==> config.mk <==
export PLATFORM = sky130hd
export DESIGN_NAME = ume_ram
export DESIGN_NICKNAME = d
export VERILOG_FILES = /design/src/ume_ram.sv
export SDC_FILE = /design/constraint.sdc
export NUM_CORES = 2
export LEC_CHECK = 0
export BUFFER_PORTS_ARGS = -buffer_cell sky130_fd_sc_hd__buf_2
export CORE_ASPECT_RATIO = 0.9
export CORE_MARGIN = 4
export CORE_UTILIZATION = 35
export CTS_BUF_LIST = sky130_fd_sc_hd__clkbuf_8
export CTS_CLUSTER_DIAMETER = 80
export DETAILED_ROUTE_END_ITERATION = 8
export MAX_ROUTING_LAYER = met4
export PLACE_DENSITY_LB_ADDON = 0.15
export RECOVER_POWER = 50
export SETUP_SLACK_MARGIN = 0.05
export SLEW_MARGIN = 20
export SYNTH_ARGS = -nofsm -noshare
export SYNTH_HDL_FRONTEND = slang
export SYNTH_SLANG_ARGS = --single-unit
==> constraint.sdc <==
create_clock -name clk_i -period 3 [get_ports clk_i]
set_clock_uncertainty 0.1 [all_clocks]
set_input_delay 0.6 -clock clk_i [delete_from_list [all_inputs] [get_ports clk_i]]
set_output_delay 0.6 -clock clk_i [all_outputs]
set_load 0.02 [all_outputs]
==> src/ume_ram.sv <==
// Generic single write port, single read port RAM with registered read data.
module ume_ram #(
  parameter int WIDTH = 8,
  parameter int DEPTH = 256
) (
  input  logic                     clk_i,
  input  logic                     we_i,
  input  logic [$clog2(DEPTH)-1:0] waddr_i,
  input  logic [WIDTH-1:0]         wdata_i,
  input  logic [$clog2(DEPTH)-1:0] raddr_i,
  output logic [WIDTH-1:0]         rdata_o
);

  logic [WIDTH-1:0] mem_q [DEPTH];
  logic [WIDTH-1:0] rdata_q;

  always_ff @(posedge clk_i) begin
    if (we_i) mem_q[waddr_i] <= wdata_i;
    rdata_q <= mem_q[raddr_i];
  end

  assign rdata_o = rdata_q;

endmodule

==> impl_metrics.csv <==
group,metric,value,unit
logic_synthesis,synth_top_cell_by_area,"edfxtp_1",
logic_synthesis,syn_inst,3733,
die,floorplan.initialDensity,0.353,
logic_synthesis,syn_area_per_cell,21.3,um2
die,dieArea,235000,um2
global_routing,use_met2,0.296,
logic_synthesis,syn-num-nets,3759,
critical_path,path_depth,7,
place,routabilityCongestion,0.817,
finish,fin_util,0.419,
power_and_ir_drop,peakVddDrop,408,uV
sta,relSlewSlack,-0.651,
global_routing,grt_usage,0.199,
critical_path,cp_max_fo,13,
logic_synthesis,syn_area,79600,um2
sta,worstMarginPinSlew,2.48,ns
sta,rsz0062_at_grt,"no",
hold_path,holdPathStages,3,
job,maxCapViolations,12,
finish,design_area,94400,um2
critical_path,crit_family,"buffers and inverters",
clock_tree,cts_num_sinks,2056,
die,core-area,225000,um2
route,drt_iter0_markers,4015,
critical_path,critPathKind,"input port to flip-flop",
logic_synthesis,synth_seq_cells,2056,
logic_synthesis,synth_compound_area_frac,0.0342,
power_and_ir_drop,p_leak,30.5,nW
logic_synthesis,yosys.area_share.simple,0.0263,
die,chipWidth,511,um
die,ios,34,
run_status,status,"finished, violations left",
critical_path,end_kind,"flip-flop",
critical_path,path_cells,"clkbuf_1, nor2_1, buf_4, nand3_2, clkbuf_1, nor2_1, buf_4",
global_routing,grt_max_degree,99,
clock_tree,post-cts-setup-buffers,0,
route,detail-route-antenna-nets,0,
sta,setup-violations-final,0,
die,die_h,460,um
sta,tns,0,ns
route,wirelength,228,mm
sta,hold_violations,0,
finish,nFillCells,20200,
place,place_area,88900,um2
clock_tree,numCtsBuffers,358,
global_routing,grt_first_pass_wirelength,322,mm
global_routing,met1_usage,0.277,
power_and_ir_drop,p_per_area,617,nW/um2
die,row_count,165,
finish,area_growth,18.6,%
logic_synthesis,synth_xor_area_frac,0,
finish,layout-drive-gt1-share,0.311,
sta,period_minus_slack,2.94,ns
route,dr.pass1.iters,6,
logic_synthesis,synth_mux_area_frac,0.146,
run_status,violations,"capacitance limit, slew limit",
critical_path,max_stage_delay,1.63,ns
hold_path,hold_class,"input port to flip-flop",
logic_synthesis,synthDistinctLibCells,55,
critical_path,cp-start-kind,"input port",
sta,hold_slack,0.140,ns
clock_tree,clockRootBuffer,"clkbuf_8",
critical_path,arrival,3.63,ns
global_routing,grtUsageMet3,0.0433,
route,route.detailed.drc,0,
clock_tree,cts_tree,"done",
logic_synthesis,seq_area_frac_synth,0.775,
critical_path,critical_path.slowest_cell,"clkbuf_1",
global_routing,busiest_layer,"met2",
route,num_vias,41300,
clock_tree,h-tree-depth,5,
place,port_buffers,33,
clock_tree,hold_buffers,8,
sta,timing.fmax,0.340,GHz
logic_synthesis,synth_edf_count,2048,
global_routing,first_global_vias,42500,
clock_tree,clk-insertion-delay-late,1.07,ns
critical_path,reg2reg_depth,8,
critical_path,crit_required,3.69,ns
route,routedWlPerCell,28.8,um
logic_synthesis,synth_fa_ha_area_frac,0,
clock_tree,clock_tree.buffer_depth,4,
clock_tree,clkTransAtPathRegs,0.06,ns
finish,nets,4678,
global_routing,grt-ovfl-total,0,
clock_tree,post_cts_resized,0,
critical_path,path_buf_inv,4,
logic_synthesis,async_flop_share,0,
global_routing,antenna_found_initial,20,
logic_synthesis,yosys_warnings,0,
sta,timing.final.crit_share,0.981,
place,dpl.hpwl,148,mm
logic_synthesis,synth_area_leaders,"edfxtp_1, mux4_2, mux2i_1",
route,viasPerCell,5.21,
logic_synthesis,synth_ff_type,"edfxtp_1",
sta,slew_viol_final,499,
logic_synthesis,netlist.area_leader.share,0.773,
logic_synthesis,synth_top_family_by_area,"multiplexers",
-- registers in the layout (all words and copies together), names as in the netlist --
name	flops
mem_q	2048
rdata_o	8
-- per-stage QoR --
step	total power (W)	setup slack, ns	instances
after floorplan	0.0339	0.362	3733
after global placement	0.0359	-0.821	7290
after detailed placement	0.0359	-0.808	7290
after CTS	0.0590	0.181	7905
after global routing	0.0605	0.0583	7921
final	0.0582	0.0582	7926
-- cells in the final DEF, fill, tap and decap left out, drive strengths merged, types with 10 or more instances in the layout --
cell / synthesis / final
diode: 0 / 21
o221ai: 47 / 47
clkinv: 1 / 129
mux2i: 134 / 134
o211ai: 10 / 10
clkbuf: 111 / 553
inv: 1 / 107
nor3: 22 / 22
mux4: 456 / 456
buf: 122 / 590
o21ai: 12 / 12
nand2: 33 / 33
nor2b: 31 / 31
a211oi: 16 / 16
edfxtp: 2048 / 2048
a21oi: 96 / 96
o22ai: 28 / 28
nand4: 10 / 10
nor2: 282 / 282
a22oi: 133 / 133
nand3: 34 / 34
a221oi: 14 / 14
nor4: 27 / 27
-- layout make-up --
class / instances / area [um2] / area share
timing repair buffer: 792 / 6200 / 0.0657
clock buffer: 361 / 4970 / 0.0526
sequential: 2056 / 61700 / 0.653
antenna: 21 / 52.6 / 0.000557
tap: 3006 / 3760 / 0.0399
multi-input combinational: 1442 / 16500 / 0.175
clock inverter: 246 / 1220 / 0.0129
inverter: 2 / 7.51 / 0.0000795
-- power by group --
part	internal (W)	total, W	leakage [nW]	switching (W)
registers	0.0317	0.0318	18.5	0.0000611
logic	0.00136	0.00347	8.45	0.00211
clock network	0.0117	0.0230	3.54	0.0112
total	0.0448	0.0582	30.5	0.0134
-- cells in the mapped netlist (3+ instances only) --
cell type / number
edfxtp_1: 2048
mux4_2: 454
nor2_1: 282
mux2i_1: 134
a22oi_1: 133
clkbuf_1: 111
a21oi_1: 96
o221ai_1: 46
nand3_1: 34
nand2_1: 33
buf_2: 31
nor2b_1: 31
o22ai_1: 28
buf_4: 27
nor4_1: 24
buf_1: 22
nor3_1: 22
buf_6: 21
a211oi_1: 16
a221oi_1: 13
buf_8: 13
nand4_1: 10
o211ai_1: 10
o21ai_0: 10
a22o_1: 8
buf_12: 8
dfxtp_1: 8
nand2b_1: 8
and2_1: 6
o22a_1: 5
o32ai_1: 4
or2_2: 4
nor4_2: 3
-- path summary, 6_finish.rpt --
path                                             start                       to  slack (ns)
worst max-delay path                        waddr_i[3]  mem_q[208][0]$_DFFE_PP_        0.06
worst min-delay path                        waddr_i[2]  mem_q[173][6]$_DFFE_PP_        0.14
worst max register to register  mem_q[72][0]$_DFFE_PP_       rdata_o[0]$_DFF_P_        0.22
worst min register to register  mem_q[10][0]$_DFFE_PP_       rdata_o[0]$_DFF_P_        1.06
-- tightest hold or removal path: cells and delay by family --
kind          cells  cell delay, ns
buf+inv           1            0.16
simple gates      2            0.34
-- layer usage --
metal / vias up / routed length [um]
met4: 0 / 6180
met3: 388 / 15200
met1: 21900 / 102000
met5: - / 0
li1: 17600 / -
met2: 1354 / 105000
-- logic make-up (layout without fill, tap and decap cells) --
| logic type | count (synthesis) | in the layout |
|---|---|---|
| buf+inv | 235 | 1401 |
| flops | 2056 | 2056 |
| simple gates | 466 | 466 |
| mux | 591 | 591 |
| compound gates | 385 | 385 |
| other cells | 0 | 21 |
(Power assumes the default switching activity.)
