[config.mk]
export PLATFORM = sky130hd
export DESIGN_NAME = ume_path_cmp
export DESIGN_NICKNAME = d
export VERILOG_FILES = /design/src/ume_pkg.sv /design/src/ume_path_cmp.sv
export SDC_FILE = /design/constraint.sdc
export NUM_CORES = 1
export LEC_CHECK = 0
export BUFFER_PORTS_ARGS = -buffer_cell sky130_fd_sc_hd__buf_2
export CORE_MARGIN = 2
export CORE_UTILIZATION = 30
export CTS_CLUSTER_SIZE = 16
export DETAILED_ROUTE_END_ITERATION = 7
export PLACE_DENSITY = 0.58
export SLEW_MARGIN = 20
export SYNTH_ARGS = -nofsm -noshare
export SYNTH_HDL_FRONTEND = slang
export SYNTH_SLANG_ARGS = --single-unit
export TNS_END_PERCENT = 50
[constraint.sdc]
create_clock -name clk_i -period 6.78 [get_ports clk_i]
set_input_delay 0.678 -clock clk_i [delete_from_list [all_inputs] [get_ports clk_i]]
set_output_delay 0.678 -clock clk_i [all_outputs]
set_load 0.01 [all_outputs]
[src/ume_pkg.sv]
// Shared types, constants and helper functions of the ustar member extractor.
package ume_pkg;

  localparam int PATH_BYTES_DEF  = 256;
  localparam int LENGTH_BITS_DEF = 29;

  localparam int CFG_W      = 29;
  localparam int BLOCK      = 512;
  localparam int NAME_LEN   = 100;
  localparam int PREFIX_LEN = 155;
  localparam int SIZE_W     = 36;
  localparam int CHECK_W    = 24;
  localparam int SUM_W      = 17;
  localparam int FULL_W     = 9;
  localparam int BPOS_W     = 9;
  localparam int NAME_AW    = 7;
  localparam int PREFIX_AW  = 8;

  localparam int OFS_SIZE   = 124;
  localparam int SIZE_BYTES = 12;
  localparam int OFS_CHK    = 148;
  localparam int CHK_BYTES  = 8;
  localparam int OFS_TYPE   = 156;
  localparam int OFS_MAGIC  = 257;
  localparam int MAGIC_LEN  = 5;
  localparam int OFS_PREFIX = 345;

  localparam logic [7:0] CHAR_NUL   = 8'h00;
  localparam logic [7:0] CHAR_SPACE = 8'h20;
  localparam logic [7:0] CHAR_DOT   = 8'h2E;
  localparam logic [7:0] CHAR_SLASH = 8'h2F;
  localparam logic [7:0] CHAR_ZERO  = 8'h30;
  localparam logic [7:0] CHAR_SEVEN = 8'h37;

  typedef enum logic [2:0] {
    ST_RUN       = 3'd0,
    ST_FOUND     = 3'd1,
    ST_NOT_FOUND = 3'd2,
    ST_NOT_USTAR = 3'd3,
    ST_BAD_SUM   = 3'd4,
    ST_BAD_SIZE  = 3'd5,
    ST_TRUNC     = 3'd6
  } status_e;

  typedef enum logic [3:0] {
    PH_IDLE, PH_LOAD, PH_HEADER, PH_DATA, PH_SKIP, PH_DONE, PH_FIN, PH_CMP, PH_PAD
  } phase_e;

  typedef enum logic [3:0] {
    C_IDLE, C_WS_CHK, C_WS_RD1, C_WS_RD2, C_FS_CHK, C_FS_RD1, C_FS_RD2,
    C_LEN, C_CMP_RD, C_CMP_CHK
  } cmp_state_e;

  typedef enum logic [1:0] {
    FS_PRE, FS_NAME, FS_SLASH
  } fsel_e;

  typedef struct packed {
    logic       mode;
    logic [7:0] byte_in;
    logic       path_end;
  } in_word_t;

  typedef struct packed {
    logic [7:0] file_byte;
    logic       byte_valid;
    logic [2:0] status;
    logic       final_res;
  } out_word_t;

  typedef struct packed {
    logic [CFG_W-1:0] archive_length;
  } cfg_word_t;

  typedef struct packed {
    logic                 start;
    logic                 wovf;
    logic [PREFIX_AW-1:0] plen;
    logic [NAME_AW-1:0]   nlen;
  } cmp_req_t;

  typedef struct packed {
    logic done;
    logic match;
  } cmp_rsp_t;

  typedef struct packed {
    logic [2:0] flags;  // bit0 digit seen, bit1 trailer seen, bit2 invalid
    logic       shift;
  } oct_t;

  // Advance one octal field by one character.
  function automatic oct_t octal_step(input logic [2:0] f, input logic [7:0] c);
    oct_t r;
    r.flags = f;
    r.shift = 1'b0;
    if (!f[2]) begin
      if (c >= CHAR_ZERO && c <= CHAR_SEVEN) begin
        if (f[1]) begin
          r.flags[2] = 1'b1;
        end else begin
          r.shift    = 1'b1;
          r.flags[0] = 1'b1;
        end
      end else if (c == CHAR_SPACE || c == CHAR_NUL) begin
        if (f[0]) r.flags[1] = 1'b1;
      end else begin
        r.flags[2] = 1'b1;
      end
    end
    return r;
  endfunction

  function automatic logic octal_ok(input logic [2:0] f);
    return (f == 3'd1) || (f == 3'd3);
  endfunction

  function automatic logic [7:0] magic_char(input logic [2:0] idx);
    logic [7:0] ch;
    unique case (idx)
      3'd0:    ch = 8'h75;
      3'd1:    ch = 8'h73;
      3'd2:    ch = 8'h74;
      3'd3:    ch = 8'h61;
      3'd4:    ch = 8'h72;
      default: ch = CHAR_NUL;
    endcase
    return ch;
  endfunction

endpackage

[src/ume_path_cmp.sv]
// Path compare sequencer: strips leading "./" pairs and compares byte by byte.
module ume_path_cmp #(
  parameter int PATH_BYTES = ume_pkg::PATH_BYTES_DEF
) (
  input  logic                            clk_i,
  input  logic                            rst_ni,
  input  ume_pkg::cmp_req_t               req_i,
  input  logic [$clog2(PATH_BYTES+1)-1:0] wlen_i,
  output ume_pkg::cmp_rsp_t               rsp_o,
  output logic [$clog2(PATH_BYTES)-1:0]   wr_addr_o,
  input  logic [7:0]                      wr_data_i,
  output logic [ume_pkg::NAME_AW-1:0]     nm_addr_o,
  input  logic [7:0]                      nm_data_i,
  output logic [ume_pkg::PREFIX_AW-1:0]   pf_addr_o,
  input  logic [7:0]                      pf_data_i
);

  localparam int AW = $clog2(PATH_BYTES);
  localparam int LW = $clog2(PATH_BYTES + 1);
  localparam int CW = ((LW > ume_pkg::FULL_W) ? LW : ume_pkg::FULL_W) + 1;
  localparam int FW = ume_pkg::FULL_W;

  ume_pkg::cmp_state_e st_q, st_d;
  ume_pkg::fsel_e      sel_q, sel_d;
  logic [LW-1:0] ws_q, ws_d, wlen_q, wlen_d, i_q, i_d, n_q, n_d;
  logic [FW-1:0] fs_q, fs_d, fidx, fl, nm_off;
  logic [7:0]    d0_q, d0_d, full_byte;
  logic          wovf_q, wovf_d;
  logic [ume_pkg::PREFIX_AW-1:0] plen_q, plen_d;
  logic [ume_pkg::NAME_AW-1:0]   nlen_q, nlen_d;

  assign fl = FW'(plen_q) + FW'(plen_q != '0) + FW'(nlen_q);

  always_comb begin
    full_byte = pf_data_i;
    unique case (sel_q)
      ume_pkg::FS_NAME:  full_byte = nm_data_i;
      ume_pkg::FS_SLASH: full_byte = ume_pkg::CHAR_SLASH;
      default:           full_byte = pf_data_i;
    endcase
  end

  always_comb begin
    st_d   = st_q;
    ws_d   = ws_q;
    fs_d   = fs_q;
    i_d    = i_q;
    n_d    = n_q;
    d0_d   = d0_q;
    wlen_d = wlen_q;
    wovf_d = wovf_q;
    plen_d = plen_q;
    nlen_d = nlen_q;
    rsp_o  = '0;
    wr_addr_o = ws_q[AW-1:0];
    fidx   = fs_q;
    unique case (st_q)
      ume_pkg::C_IDLE: begin
        if (req_i.start) begin
          ws_d   = '0;
          fs_d   = '0;
          wlen_d = wlen_i;
          wovf_d = req_i.wovf;
          plen_d = req_i.plen;
          nlen_d = req_i.nlen;
          st_d   = ume_pkg::C_WS_CHK;
        end
      end
      ume_pkg::C_WS_CHK: begin
        if ((CW'(ws_q) + CW'(2)) < CW'(wlen_q)) st_d = ume_pkg::C_WS_RD1;
        else st_d = ume_pkg::C_FS_CHK;
      end
      ume_pkg::C_WS_RD1: begin
        d0_d      = wr_data_i;
        wr_addr_o = AW'(ws_q + LW'(1));
        st_d      = ume_pkg::C_WS_RD2;
      end
      ume_pkg::C_WS_RD2: begin
        if (d0_q == ume_pkg::CHAR_DOT && wr_data_i == ume_pkg::CHAR_SLASH) begin
          ws_d = ws_q + LW'(2);
          st_d = ume_pkg::C_WS_CHK;
        end else begin
          st_d = ume_pkg::C_FS_CHK;
        end
      end
      ume_pkg::C_FS_CHK: begin
        if ((CW'(fs_q) + CW'(2)) < CW'(fl)) st_d = ume_pkg::C_FS_RD1;
        else st_d = ume_pkg::C_LEN;
      end
      ume_pkg::C_FS_RD1: begin
        d0_d = full_byte;
        fidx = fs_q + FW'(1);
        st_d = ume_pkg::C_FS_RD2;
      end
      ume_pkg::C_FS_RD2: begin
        if (d0_q == ume_pkg::CHAR_DOT && full_byte == ume_pkg::CHAR_SLASH) begin
          fs_d = fs_q + FW'(2);
          st_d = ume_pkg::C_FS_CHK;
        end else begin
          st_d = ume_pkg::C_LEN;
        end
      end
      ume_pkg::C_LEN: begin
        if (wovf_q || CW'(fl - fs_q) != CW'(wlen_q - ws_q)) begin
          rsp_o.done = 1'b1;
          st_d       = ume_pkg::C_IDLE;
        end else if (wlen_q == ws_q) begin
          rsp_o.done  = 1'b1;
          rsp_o.match = 1'b1;
          st_d        = ume_pkg::C_IDLE;
        end else begin
          n_d  = wlen_q - ws_q;
          i_d  = '0;
          st_d = ume_pkg::C_CMP_RD;
        end
      end
      ume_pkg::C_CMP_RD: begin
        wr_addr_o = AW'(ws_q + i_q);
        fidx      = FW'(CW'(fs_q) + CW'(i_q));
        st_d      = ume_pkg::C_CMP_CHK;
      end
      ume_pkg::C_CMP_CHK: begin
        if (wr_data_i != full_byte) begin
          rsp_o.done = 1'b1;
          st_d       = ume_pkg::C_IDLE;
        end else if (i_q + LW'(1) == n_q) begin
          rsp_o.done  = 1'b1;
          rsp_o.match = 1'b1;
          st_d        = ume_pkg::C_IDLE;
        end else begin
          i_d  = i_q + LW'(1);
          st_d = ume_pkg::C_CMP_RD;
        end
      end
      default: st_d = ume_pkg::C_IDLE;
    endcase
  end

  // Map a full-path index onto prefix, separator or name.
  always_comb begin
    nm_off    = fidx - FW'(plen_q) - FW'(plen_q != '0);
    pf_addr_o = fidx[ume_pkg::PREFIX_AW-1:0];
    nm_addr_o = nm_off[ume_pkg::NAME_AW-1:0];
    if (fidx < FW'(plen_q)) sel_d = ume_pkg::FS_PRE;
    else if (plen_q != '0 && fidx == FW'(plen_q)) sel_d = ume_pkg::FS_SLASH;
    else sel_d = ume_pkg::FS_NAME;
  end

  always_ff @(posedge clk_i or negedge rst_ni) begin
    if (!rst_ni) begin
      st_q <= ume_pkg::C_IDLE;
    end else begin
      st_q <= st_d;
    end
  end

  always_ff @(posedge clk_i) begin
    sel_q  <= sel_d;
    ws_q   <= ws_d;
    fs_q   <= fs_d;
    i_q    <= i_d;
    n_q    <= n_d;
    d0_q   <= d0_d;
    wlen_q <= wlen_d;
    wovf_q <= wovf_d;
    plen_q <= plen_d;
    nlen_q <= nlen_d;
  end

endmodule

==> flow_summary.toml <==
[synth]
synth_edf_count = 67
async_reset_ff_share_pct = 5.479
yosysSeqAreaShare_pct = 34.36
synth_nets = 806
syn_area_um2 = 6264
synth-seq-cells = 73
synthDistinctLibCells = 58
synth_top_flop_cell = "edfxtp_1"
yosys_warnings = 0
synthCells = 672
syn_avg_cell_area_um2 = 9.321

[worst_setup_path]
r2r_cells = 21
cp_cell_sequence = "inv_1 -> nand4_1 -> nor2_1 -> inv_1 -> fa_1 -> inv_1 -> fa_1 -> inv_1 -> a21oi_1 -> o21bai_1 -> a21oi_1 -> o21bai_1 -> and2_1 -> o21ai_0 -> inv_1 -> ha_1 -> xor3_2 -> xnor2_1 -> or3_1 -> and2_4 -> o41ai_2 -> buf_2"
endpoint_kind = "output port"
cp_slowest_cell = "xor3_2"
start_kind = "flop"
slowest_delay_ns = 0.42
crit_type = "flop to output port"
r2r_slack_ns = 1.58
crit_fanout = 5
cp_data_required_time_ns = 6.10
crit_top_cell = "inv_1"
worst_ep_arrival_time_ns = 5.18
reg2reg_to = "n_q[6]$_DFFE_PP_"
r2r_start = "plen_q[1]$_DFFE_PP_"

[hold_path]
hold_class = "primary input to async pin"

[final_layout]
fin_area_um2 = 7221
final_nets = 882
synthToLayoutAreaGrowth_pct = 15.28
drive_gt1_share_pct = 14.61
diodes = 0

[floorplan]
io_pins = 77
core_um2 = 20360
rows = 52
die_x_um = 148.5
start_util_pct = 30.76
die_y_um = 148.5
die_area_um2 = 22050

[placed_design]
port_buffers = 76
hpwl_um = 12210
place_area_um2 = 6957
post-place-ws_ns = 1.199
gp_congestion = 0.8563

[clocking]
cts.sinks = 73
cts-hold-fix-buffers = 0
cts_made_buffers = 9
root_buffer = "clkbuf_16"
clock_latency_ns = 0.34
cts_tree = "done"
h-tree-depth = 3
cts_resized = 0
clk_pin_slew_ns = 0.06
clock_path_buffers = 2
cts_setup_buffers = 0

[timing]
setup_viol = 0
holdWs_ns = 0.1409
hold_violations = 0
tightest_slew_ns = 0.7898
final.min_clock_period_ns = 5.855
finalWorstSetupSlack_ns = 0.9253
grt_setup_unrepaired = "false"
slew_headroom_pct = 47.24
finClkSkew_ns = 0.01051
tns_ns = 0
fin_crit_sh_pct = 86.35
maxClockFrequency_mhz = 170.8
drv_slew = 0

[grt]
grt.total_usage_pct = 13.95
grt_pass1_wl_um = 23910
grt_pass1_vias = 4675
antenna_found_initial = 0
grt_overflow_total = 0
grt_start_max_net_pins = 26

[routing]
totalWireLength_um = 14860
routed_via_density = 4.777
dr.pass1.iters = 5
wl_per_cell_um = 14.52
ant_nets = 0
drt_iter0_drc = 220
vias = 4887
route.detailed.drc = 0

[flow_run]
maxCapViolCount = 0

[run_status]
status = "complete, no violations"

[pwr]
ir_worst_vdd_v = 0.0001590
leakagePower_nw = 3.128
finalPower_mw = 2.573
powerDensity_nw_per_um2 = 356.4
## cell families (layout without fill, tap and decap cells)
family	Yosys count	after routing	synth area share [%]
AO/OA/AOI/OAI	143	143	14.42
XOR/XNOR	79	79	11.31
adder cells (fa/ha/maj)	82	82	17.10
buffers and inverters	91	172	5.573
flip-flops	73	73	34.36
multiplexers	4	4	0.6991
AND/OR/NAND/NOR	200	200	16.54
## stage by stage
step,cells,utilization (%)
after global placement,1007,34.16
after detailed placement,1007,34.16
after global routing,1023,35.46
after CTS,1023,35.46
final,1023,35.46
after floorplan,672,-
## critical path: cells and delay by family (launching register included)
family                   cells  cell delay, ns
AO/OA/AOI/OAI                6            1.14
XOR/XNOR                     2            0.55
adder cells (fa/ha/maj)      3            0.93
buffers and inverters        6            0.74
flip-flops                   1            0.40
AND/OR/NAND/NOR              5            1.07
## cell usage after synthesis, types with 2 or more instances
cell type	n	area, um2
nor2b_1	24	150.1
nor2_1	46	172.7
nand3b_1	2	15.01
nand4_1	10	62.56
o21ai_0	32	160.2
xor2_1	22	192.7
ha_1	76	950.9
nor3_1	22	110.1
clkbuf_1	15	56.30
nand2b_1	9	56.30
a31oi_1	2	12.51
a21oi_1	48	240.2
o21a_1	16	120.1
edfxtp_1	67	2012
dfrtp_1	4	100.1
a21o_1	11	82.58
or3_1	6	37.54
inv_1	75	281.5
fa_1	6	120.1
mux2_2	3	33.78
and3b_1	4	35.03
nand2_1	35	131.4
o31a_1	2	17.52
and3_1	7	43.79
nand3_1	13	65.06
o21bai_1	9	67.56
xnor2_1	56	490.5
and2_1	3	18.77
nor4_1	11	68.82
dfxtp_1	2	40.04
a211oi_1	3	22.52
o31ai_1	2	15.01
a21boi_0	2	15.01
nand4b_1	3	26.28
## where the power goes
part	switching, mW	internal [mW]	leakage (nW)
registers	0.0894	0.603	0.661
clock network	0.188	0.245	0.130
logic	0.803	0.644	2.34
total	1.08	1.49	3.13
## layout make-up
cell class	count	area [um2]
Clock inverter	6	35.03
Sequential cell	73	2152
Multi-Input combinational cell	508	3767
Timing Repair Buffer	81	417.9
Clock buffer	10	229.0
Fill cell	2085	13140
Inverter	75	281.5
Tap cell	270	337.8
## cell usage in the layout (no fill, tap or decap), types with 4 or more instances in the layout
master	synthesis	routed
nor3_1	22	21
buf_2	0	76
xnor2_1	56	56
a21o_1	11	11
o21a_1	16	16
o21ai_0	32	32
nor2b_1	24	24
inv_1	75	75
nand2b_1	9	9
nand3_1	13	13
xor2_1	22	22
nor4_1	11	11
and3b_1	4	4
or3_1	6	6
clkbuf_16	0	9
dfrtp_1	4	4
nand2_1	35	35
nor2_1	46	46
ha_1	76	76
o21bai_1	9	9
edfxtp_1	67	67
nand4_1	10	10
buf_4	0	5
and3_1	7	7
a21oi_1	48	48
fa_1	6	6
## registers in the layout, indices dropped and copies added (netlist names)
name	count
d0_q	8
fs_q	8
i_q	9
n_q	9
nlen_q	7
plen_q	8
sel_q	2
st_q	4
wlen_q	9
wovf_q	1
ws_q	8
## how the worst max path moves through the flow
stage / start / cells past startpoint / end
2_1_floorplan: plen_q[1]$_DFFE_PP_ / 21 / i_q[0]$_SDFFCE_PN0P_
3_3_place_gp: plen_q[1]$_DFFE_PP_ / 22 / rsp_o[0]
3_5_place_dp: plen_q[1]$_DFFE_PP_ / 22 / rsp_o[0]
4_1_cts: plen_q[1]$_DFFE_PP_ / 22 / rsp_o[0]
5_1_grt: plen_q[1]$_DFFE_PP_ / 22 / rsp_o[0]
6_report: plen_q[1]$_DFFE_PP_ / 22 / rsp_o[0]
## layer usage
metal / track usage [%] / wire [um]
met3: 2.301 / 590
met1: 18.75 / 7179
met4: 6.286 / 373
met2: 22.08 / 6716
met5: 0 / 0
Power figures use the tool's default switching activity.
